## config.mk

```make
export PLATFORM = sky130hd
export DESIGN_NAME = cursor_array_sequence_top
export DESIGN_NICKNAME = d
export VERILOG_FILES = /design/src/hw/rtl/cas_pkg.sv /design/src/hw/rtl/cas_ram.sv /design/src/hw/rtl/cursor_array_sequence_top.sv
export SDC_FILE = /design/constraint.sdc
export NUM_CORES = 2
export LEC_CHECK = 0
export BUFFER_PORTS_ARGS = -buffer_cell sky130_fd_sc_hd__buf_2
export CORE_MARGIN = 2
export CORE_UTILIZATION = 45
export DETAILED_ROUTE_END_ITERATION = 6
export PLACE_DENSITY_LB_ADDON = 0.08
export SYNTH_ARGS = -nofsm -noshare
export SYNTH_HDL_FRONTEND = slang
export SYNTH_HIERARCHICAL = 1
export SYNTH_SLANG_ARGS = --single-unit
```

## constraint.sdc

```tcl
create_clock -name clk -period 4.7 [get_ports clk]
set_clock_uncertainty 0.1 [all_clocks]
set_input_delay 0.47 -clock clk [delete_from_list [all_inputs] [get_ports clk]]
set_output_delay 0.47 -clock clk [all_outputs]
set_load 0.02 [all_outputs]
```

## src/hw/rtl/cas_pkg.sv

```systemverilog
// ----------------------------------------------------------------------------
// cas_pkg
// Opcodes, error codes and fixed field widths of the cursor array sequence.
// ----------------------------------------------------------------------------
`timescale 1ns / 1ps

package cas_pkg;

  localparam int OPCODE_W = 4;
  localparam int VALUE_W  = 32;
  localparam int POS_W    = 6;
  localparam int COUNT_W  = 7;
  localparam int ERR_W    = 2;

  typedef enum logic [OPCODE_W-1:0] {
    OP_READ_CUR   = 4'd0,
    OP_START      = 4'd1,
    OP_END        = 4'd2,
    OP_LAST_SLOT  = 4'd3,
    OP_ADVANCE    = 4'd4,
    OP_RETREAT    = 4'd5,
    OP_INSERT     = 4'd6,
    OP_ATTACH     = 4'd7,
    OP_REMOVE_CUR = 4'd8,
    OP_INS_FRONT  = 4'd9,
    OP_APPEND     = 4'd10,
    OP_REM_FRONT  = 4'd11,
    OP_READ_IDX   = 4'd12
  } op_t;

  typedef enum logic [ERR_W-1:0] {
    ERR_OK      = 2'd0,
    ERR_FULL    = 2'd1,
    ERR_NO_ITEM = 2'd2,
    ERR_RANGE   = 2'd3
  } err_t;

endpackage

```

## src/hw/rtl/cas_ram.sv

```systemverilog
// ----------------------------------------------------------------------------
// cas_ram
// Generic single-write, single-read RAM with a registered read port.
// ----------------------------------------------------------------------------
`timescale 1ns / 1ps

module cas_ram #(
  parameter int WIDTH = 32,
  parameter int DEPTH = 64
) (
  input  logic                     clk,
  input  logic                     we,
  input  logic [$clog2(DEPTH)-1:0] waddr,
  input  logic [WIDTH-1:0]         wdata,
  input  logic [$clog2(DEPTH)-1:0] raddr,
  output logic [WIDTH-1:0]         rdata
);

  logic [WIDTH-1:0] mem [DEPTH];
  logic [WIDTH-1:0] rdata_r;

  always_ff @(posedge clk) begin
    if (we) begin
      mem[waddr] <= wdata;
    end
    rdata_r <= mem[raddr];
  end

  assign rdata = rdata_r;

endmodule

```

## src/hw/rtl/cursor_array_sequence_top.sv

```systemverilog
// ----------------------------------------------------------------------------
// cursor_array_sequence_top
// An ordered list of up to CAPACITY_ENTRIES data words held in one RAM, with
// a cursor, driven by one opcode per input transaction and answering with
// exactly one result transaction. Cursor moves go straight to the done
// state; reads of the current or an indexed entry first pass the read
// state, which registers the RAM word. An insert, attach or append moves
// the entries behind the affected place one slot through the single RAM
// read port and single write port, one entry per cycle, and then writes
// the new word in the fill state; a removal only moves entries. The input
// stalls while a transaction is in work; a finished result sits in an
// output register, so the next transaction may start while it waits. The
// RAM is not cleared after reset; only entries below the count are ever
// read.
// ----------------------------------------------------------------------------
`timescale 1ns / 1ps

module cursor_array_sequence_top
  import cas_pkg::*;
#(
  parameter int CAPACITY_ENTRIES = 64,
  parameter int DATA_WIDTH       = 32
) (
  input  logic                clk,
  input  logic                rst_n,
  input  logic                in_valid,
  output logic                in_stall,
  input  logic [OPCODE_W-1:0] in_opcode,
  input  logic [VALUE_W-1:0]  in_entry_value,
  input  logic [POS_W-1:0]    in_read_position,
  output logic                out_valid,
  input  logic                out_stall,
  output logic [VALUE_W-1:0]  out_read_value,
  output logic                out_has_current,
  output logic [COUNT_W-1:0]  out_item_count,
  output logic [COUNT_W-1:0]  out_cursor_position,
  output logic [ERR_W-1:0]    out_error_code
);

  localparam int AW = $clog2(CAPACITY_ENTRIES);
  localparam int CW = $clog2(CAPACITY_ENTRIES + 1);

  typedef enum logic [4:0] {
    S_IDLE  = 5'b00001,
    S_READ  = 5'b00010,
    S_SHIFT = 5'b00100,
    S_FILL  = 5'b01000,
    S_DONE  = 5'b10000
  } state_t;

  state_t state_r, state_nxt;
  logic [CW-1:0] count_r, count_nxt;
  logic [CW-1:0] cursor_r, cursor_nxt;
  logic          pend_r, pend_nxt;
  logic          out_valid_r, out_valid_nxt;

  err_t            err_r, err_nxt;
  logic [DATA_WIDTH-1:0] rdv_r, rdv_nxt;
  logic [DATA_WIDTH-1:0] val_r, val_nxt;
  logic [AW-1:0]   fill_addr_r, fill_addr_nxt;
  logic [AW-1:0]   rd_ptr_r, rd_ptr_nxt;
  logic [AW-1:0]   wa_r, wa_nxt;
  logic [CW-1:0]   rem_r, rem_nxt;
  logic            dir_up_r, dir_up_nxt;
  logic            fill_r, fill_nxt;

  logic [VALUE_W-1:0] out_read_value_r;
  logic               out_has_current_r;
  logic [COUNT_W-1:0] out_item_count_r;
  logic [COUNT_W-1:0] out_cursor_position_r;
  err_t               out_error_code_r;
  logic               out_load;

  logic                  mem_we;
  logic [AW-1:0]         mem_waddr;
  logic [DATA_WIDTH-1:0] mem_wdata;
  logic [AW-1:0]         mem_raddr;
  logic [DATA_WIDTH-1:0] mem_rdata;

  logic          accept;
  logic          cur;
  logic          full;
  logic          pos_ok;
  logic [CW-1:0] ins_pos;
  logic [CW-1:0] cur_p1;
  op_t           op;

  assign accept   = in_valid && !in_stall;
  assign in_stall = (state_r != S_IDLE);
  assign op       = op_t'(in_opcode);
  assign cur      = (cursor_r < count_r);
  assign full     = (count_r >= CW'(CAPACITY_ENTRIES));
  assign pos_ok   = (32'(in_read_position) < 32'(count_r));
  assign ins_pos  = ((op == OP_INS_FRONT) || !cur) ? '0 : cursor_r;
  assign cur_p1   = cursor_r + CW'(1);

  assign out_load = (state_r == S_DONE) && (!out_valid_r || !out_stall);

  always_comb begin
    state_nxt     = state_r;
    count_nxt     = count_r;
    cursor_nxt    = cursor_r;
    pend_nxt      = pend_r;
    err_nxt       = err_r;
    rdv_nxt       = rdv_r;
    val_nxt       = val_r;
    fill_addr_nxt = fill_addr_r;
    rd_ptr_nxt    = rd_ptr_r;
    wa_nxt        = wa_r;
    rem_nxt       = rem_r;
    dir_up_nxt    = dir_up_r;
    fill_nxt      = fill_r;
    mem_we        = 1'b0;
    mem_waddr     = wa_r;
    mem_wdata     = mem_rdata;
    mem_raddr     = rd_ptr_r;

    case (state_r)
      S_IDLE: begin
        if (accept) begin
          err_nxt   = ERR_OK;
          rdv_nxt   = '0;
          val_nxt   = DATA_WIDTH'(in_entry_value);
          pend_nxt  = 1'b0;
          rem_nxt   = '0;
          fill_nxt  = 1'b0;
          state_nxt = S_DONE;
          case (op)
            OP_READ_CUR: begin
              if (cur) begin
                mem_raddr = AW'(cursor_r);
                state_nxt = S_READ;
              end else begin
                err_nxt = ERR_NO_ITEM;
              end
            end
            OP_START: begin
              cursor_nxt = '0;
            end
            OP_END: begin
              if (count_r == '0) begin
                cursor_nxt = '0;
                err_nxt    = ERR_NO_ITEM;
              end else begin
                cursor_nxt = count_r - CW'(1);
              end
            end
            OP_LAST_SLOT: begin
              cursor_nxt = CW'(CAPACITY_ENTRIES - 1);
            end
            OP_ADVANCE: begin
              if (cur) begin
                cursor_nxt = cur_p1;
              end else begin
                err_nxt = ERR_NO_ITEM;
              end
            end
            OP_RETREAT: begin
              if (cursor_r != '0) begin
                cursor_nxt = cursor_r - CW'(1);
              end
            end
            OP_INSERT, OP_INS_FRONT: begin
              if (full) begin
                err_nxt = ERR_FULL;
              end else begin
                cursor_nxt    = ins_pos;
                count_nxt     = count_r + CW'(1);
                rem_nxt       = count_r - ins_pos;
                rd_ptr_nxt    = AW'(count_r - CW'(1));
                dir_up_nxt    = 1'b1;
                fill_nxt      = 1'b1;
                fill_addr_nxt = AW'(ins_pos);
                state_nxt     = S_SHIFT;
              end
            end
            OP_ATTACH: begin
              if (full) begin
                err_nxt = ERR_FULL;
              end else begin
                count_nxt  = count_r + CW'(1);
                dir_up_nxt = 1'b1;
                fill_nxt   = 1'b1;
                state_nxt  = S_SHIFT;
                rd_ptr_nxt = AW'(count_r - CW'(1));
                if (cur) begin
                  cursor_nxt    = cur_p1;
                  rem_nxt       = count_r - cur_p1;
                  fill_addr_nxt = AW'(cur_p1);
                end else begin
                  cursor_nxt    = count_r;
                  fill_addr_nxt = AW'(count_r);
                end
              end
            end
            OP_REMOVE_CUR: begin
              if (!cur) begin
                err_nxt = ERR_NO_ITEM;
              end else begin
                count_nxt  = count_r - CW'(1);
                rem_nxt    = count_r - cur_p1;
                rd_ptr_nxt = AW'(cur_p1);
                dir_up_nxt = 1'b0;
                state_nxt  = S_SHIFT;
              end
            end
            OP_APPEND: begin
              if (full) begin
                err_nxt = ERR_FULL;
              end else begin
                cursor_nxt    = count_r;
                count_nxt     = count_r + CW'(1);
                fill_nxt      = 1'b1;
                fill_addr_nxt = AW'(count_r);
                state_nxt     = S_SHIFT;
              end
            end
            OP_REM_FRONT: begin
              if (!cur) begin
                err_nxt = ERR_NO_ITEM;
              end else begin
                cursor_nxt = '0;
                count_nxt  = count_r - CW'(1);
                rem_nxt    = count_r - CW'(1);
                rd_ptr_nxt = AW'(1);
                dir_up_nxt = 1'b0;
                state_nxt  = S_SHIFT;
              end
            end
            OP_READ_IDX: begin
              if (pos_ok) begin
                mem_raddr = AW'(in_read_position);
                state_nxt = S_READ;
              end else begin
                err_nxt = ERR_RANGE;
              end
            end
            default: begin
            end
          endcase
        end
      end
      S_READ: begin
        rdv_nxt   = mem_rdata;
        state_nxt = S_DONE;
      end
      S_SHIFT: begin
        // The word read in the previous cycle lands one slot over now,
        // while the next read is issued, so one entry moves per cycle.
        mem_we = pend_r;
        if (rem_r != '0) begin
          mem_raddr  = rd_ptr_r;
          wa_nxt     = dir_up_r ? (rd_ptr_r + AW'(1)) : (rd_ptr_r - AW'(1));
          rd_ptr_nxt = dir_up_r ? (rd_ptr_r - AW'(1)) : (rd_ptr_r + AW'(1));
          rem_nxt    = rem_r - CW'(1);
          pend_nxt   = 1'b1;
        end else begin
          pend_nxt  = 1'b0;
          state_nxt = fill_r ? S_FILL : S_DONE;
        end
      end
      S_FILL: begin
        mem_we    = 1'b1;
        mem_waddr = fill_addr_r;
        mem_wdata = val_r;
        state_nxt = S_DONE;
      end
      S_DONE: begin
        if (out_load) begin
          state_nxt = S_IDLE;
        end
      end
      default: begin
        state_nxt = S_IDLE;
      end
    endcase
  end

  assign out_valid_nxt = out_load || (out_valid_r && out_stall);

  always_ff @(posedge clk) begin
    if (!rst_n) begin
      state_r     <= S_IDLE;
      count_r     <= '0;
      cursor_r    <= '0;
      pend_r      <= 1'b0;
      out_valid_r <= 1'b0;
    end else begin
      state_r     <= state_nxt;
      count_r     <= count_nxt;
      cursor_r    <= cursor_nxt;
      pend_r      <= pend_nxt;
      out_valid_r <= out_valid_nxt;
    end
  end

  always_ff @(posedge clk) begin
    err_r       <= err_nxt;
    rdv_r       <= rdv_nxt;
    val_r       <= val_nxt;
    fill_addr_r <= fill_addr_nxt;
    rd_ptr_r    <= rd_ptr_nxt;
    wa_r        <= wa_nxt;
    rem_r       <= rem_nxt;
    dir_up_r    <= dir_up_nxt;
    fill_r      <= fill_nxt;
    if (out_load) begin
      out_read_value_r      <= VALUE_W'(rdv_r);
      out_has_current_r     <= (cursor_r < count_r);
      out_item_count_r      <= COUNT_W'(count_r);
      out_cursor_position_r <= COUNT_W'(cursor_r);
      out_error_code_r      <= err_r;
    end
  end

  cas_ram #(
    .WIDTH (DATA_WIDTH),
    .DEPTH (CAPACITY_ENTRIES)
  ) u_store (
    .clk   (clk),
    .we    (mem_we),
    .waddr (mem_waddr),
    .wdata (mem_wdata),
    .raddr (mem_raddr),
    .rdata (mem_rdata)
  );

  assign out_valid           = out_valid_r;
  assign out_read_value      = out_read_value_r;
  assign out_has_current     = out_has_current_r;
  assign out_item_count      = out_item_count_r;
  assign out_cursor_position = out_cursor_position_r;
  assign out_error_code      = out_error_code_r;

endmodule

```

==> qor.yml <==
synth_mux_area_share_pct: 14.2
cts_tree: "yes"
met2WireLength_um: 114000
fmax_mhz: 224
crit_path_end_kind: "flip-flop"
final_util_pct: 52.2
top_layer_used: "met4"
nets: 4776
ys_types: 90
irDropWorstVdd_v: 0.000377
drive_gt1_share_pct: 27.2
drt.antenna.violating_nets: 0
finalPower_uw: 45700
yosys.area_share.simple_pct: 2.64
rsz0062_at_grt: "false"
grt-ovfl-total: 0
start_kind: "flip-flop"
die_y_um: 446
status: "complete, no violations"
die_w_um: 446
place_congestion: 0.947
critPathArrivalTime_ps: 5070
relSlewSlack_pct: 13.2
wirelength_um: 239000
grt_max_degree: 65
slowest_delay_ps: 640
yosysWarnings: 6
synth_top_family_by_area: "multiplexers"
seq_area_frac_synth_pct: 76.2
multi_input_area_mm2: 0.0200
cts_sinks: 2243
hold_path.class: "input port to flip-flop"
vias: 45000
dieArea_mm2: 0.199
core_mm2: 0.194
row_count: 162
cts_buffers: 230
crit_chain: "inv_1 > ha_1 > a21oi_1 > o21ai_1 > or2_2 > nor3_2 > a22oi_1 > o2bb2ai_4 > buf_12 > buf_12 > mux4_2 > a22o_1 > nor3_2 > a311oi_1"
syn-mean-instance-area_um2: 20.6
route.layer.met1.wl_um: 106000
dr.pass1.iters: 6
h-tree-depth: 4
synth_fp_nets: 4338
critPathMaxFanout: 32
async_flop_share_pct: 0
initial_core_util_pct: 45.1
first_global_vias: 45200
syn2layout_area_growth_pct: 15.7
wl_met3_um: 13300
cts.path.max_buffers: 3
fin_crit_ps: 4460
dp.cells: 6967
clk_pin_slew_ps: 60
syn_inst: 4256
cp_slowest_cell: "nor3_2"
synth-compound-area-share_pct: 4.35
period_share_pct: 94.9
synth_edf_count: 2190
avgRoutedWirePerCell_um: 32.1
final_hold_viol_count: 0
synthAdderAreaFrac_pct: 0.531
ios: 97
total_leakage_power_uw: 0.0328
drv_cap: 0
synthFlopType: "edfxtp_1"
setup_viol: 0
slew_viol_final: 0
final.fill_count: 15200
synth_seq_cells: 2243
worst_slew_pin_slew_ps: 1300
final_cell_mix: "2190 x edfxtp_1, 446 x mux4_2, 248 x buf_4"
final_common_cell: "edfxtp_1"
grt_pass1_wl_um: 340000
globalRouteTotalUtil_pct: 24.1
hpwlAfterDp_um: 141000
synth_area_mm2: 0.0877
vias_per_cell: 6.05
clock_latency_ps: 880
ctsRootBufferMaster: "clkbuf_16"
regArea_mm2: 0.0668
power.density_mw_per_mm2: 450
fin_tns_setup_ps: 0
synth-xor-area-share_pct: 0.355
layout.cells.non_filler: 7438
critPathKind: "flip-flop to flip-flop"
io_buffers: 96
drt_iter0_drc: 5045
crit_required_ps: 5310
drc: 0
grt_antenna_before_repair: 9
## Yosys cell counts, drive strengths merged, types with 4 or more instances
| cell type | instances | area share, % |
|---|---|---|
| a221oi | 4 | 0.040 |
| o211ai | 16 | 0.14 |
| mux4 | 446 | 11 |
| mux2 | 39 | 0.50 |
| mux2i | 194 | 2.2 |
| a21oi | 73 | 0.42 |
| or3 | 10 | 0.071 |
| a211oi | 26 | 0.22 |
| and2 | 38 | 0.27 |
| dfxtp | 53 | 1.2 |
| a311o | 13 | 0.15 |
| a22o | 13 | 0.13 |
| xor2 | 13 | 0.13 |
| and3 | 10 | 0.071 |
| a311oi | 6 | 0.060 |
| nand2b | 21 | 0.15 |
| nand4 | 10 | 0.071 |
| a211o | 9 | 0.090 |
| o221ai | 17 | 0.17 |
| nor2b | 22 | 0.16 |
| o22a | 12 | 0.12 |
| buf | 142 | 1.2 |
| nor4 | 4 | 0.036 |
| nand3 | 58 | 0.33 |
| o21ai | 59 | 0.34 |
| and4 | 5 | 0.050 |
| a2111oi | 5 | 0.050 |
| clkbuf | 102 | 0.44 |
| xnor2 | 20 | 0.20 |
| edfxtp | 2190 | 75 |
| nor3 | 27 | 0.17 |
| inv | 30 | 0.13 |
| nand3b | 13 | 0.11 |
| or2 | 14 | 0.10 |
| o22ai | 62 | 0.45 |
| ha | 34 | 0.48 |
| nor2 | 124 | 0.53 |
| a31oi | 23 | 0.16 |
| a21o | 8 | 0.068 |
| o2bb2ai | 13 | 0.13 |
| a22oi | 141 | 1.2 |
| nand2 | 77 | 0.35 |
## flip-flops by register name, indices dropped and copies added (netlist names), 2 cells and up
| name | count |
|---|---|
| err_r | 2 |
| count_r | 7 |
| out_error_code | 2 |
| rem_r | 7 |
| cursor_r | 7 |
| out_cursor_position | 7 |
| fill_addr_r | 6 |
| wa_r | 6 |
| rd_ptr_r | 6 |
| u_store/rdata | 32 |
| out_read_value | 32 |
| state_r | 5 |
| u_store/mem | 2048 |
| val_r | 32 |
| rdv_r | 32 |
| out_item_count | 7 |
## area by class of cell
class | instances | area share [%]
clock buffer | 291 | 5.94
clock inverter | 138 | 1.23
tap | 2542 | 3.13
inverter | 31 | 0.120
multi-input combinational | 1738 | 19.7
antenna | 5 | 0.0123
timing repair buffer | 450 | 4.05
sequential | 2243 | 65.8
## stage by stage
| stage | setup slack (ps) | hold WS (ps) | instance area (µm²) |
|---|---|---|---|
| after floorplan | 410 | 300 | 87700 |
| after global placement | -262 | 301 | 93800 |
| after detailed placement | -252 | 305 | 93800 |
| after CTS | 38.0 | 123 | 101000 |
| after global routing | 8.76 | 171 | 102000 |
| final | 238 | 212 | 102000 |
## power breakdown
group	switching [µW]	internal [µW]	leakage [µW]
sequential	233	23400	0.0202
clock	7630	10000	0.00355
combinational	3040	1330	0.00915
## what timing repair did
item                                   in CTS  in global routing
gates cloned                                0                  0
endpoints found under the hold margin      41                  0
hold buffers                               35                  0
pin swaps                                   0                  2
setup endpoints to repair                   2                 16
buffers inserted                            0                  2
gates resized for setup                     3                 11
## worst paths after layout
kind	start	end	slack [ps]	depth (start not counted)
worst max-delay path	count_r[6]	u_store/rdata[21]	240	14
worst min-delay path	in_entry_value[27]	val_r[27]	210	2
worst max register to register	count_r[6]	u_store/rdata[21]	240	14
worst min register to register	rdv_r[10]	out_read_value[10]	320	0
## cell families (layout without fill, tap and decap cells)
group                      after synthesis  after routing
AOI/OAI and AO/OA                      540            540
xor gates and xnor gates                34             34
adders and majority gates               36             36
buffers and inverters                  275            910
DFF                                   2243           2243
muxes                                  679            679
other                                    0              5
and+or+nand+nor                        449            449
## worst max-delay path, delay by kind of cell (launching register included)
| family | cells | cell delay [ps] |
|---|---|---|
| AND/OR/NAND/NOR | 3 | 1180 |
| flip-flops | 1 | 340 |
| AO/OA/AOI/OAI | 6 | 1120 |
| multiplexers | 1 | 510 |
| buffers and inverters | 3 | 650 |
| adder cells (fa/ha/maj) | 1 | 350 |
## metal layers
| layer | track usage, % | vias to the layer above |
|---|---|---|
| li1 | - | 18700 |
| met1 | 35.5 | 24300 |
| met2 | 38.4 | 1627 |
| met3 | 3.19 | 345 |
| met4 | 6.00 | 0 |
| met5 | 0 | - |
Power figures use the tool's default switching activity.
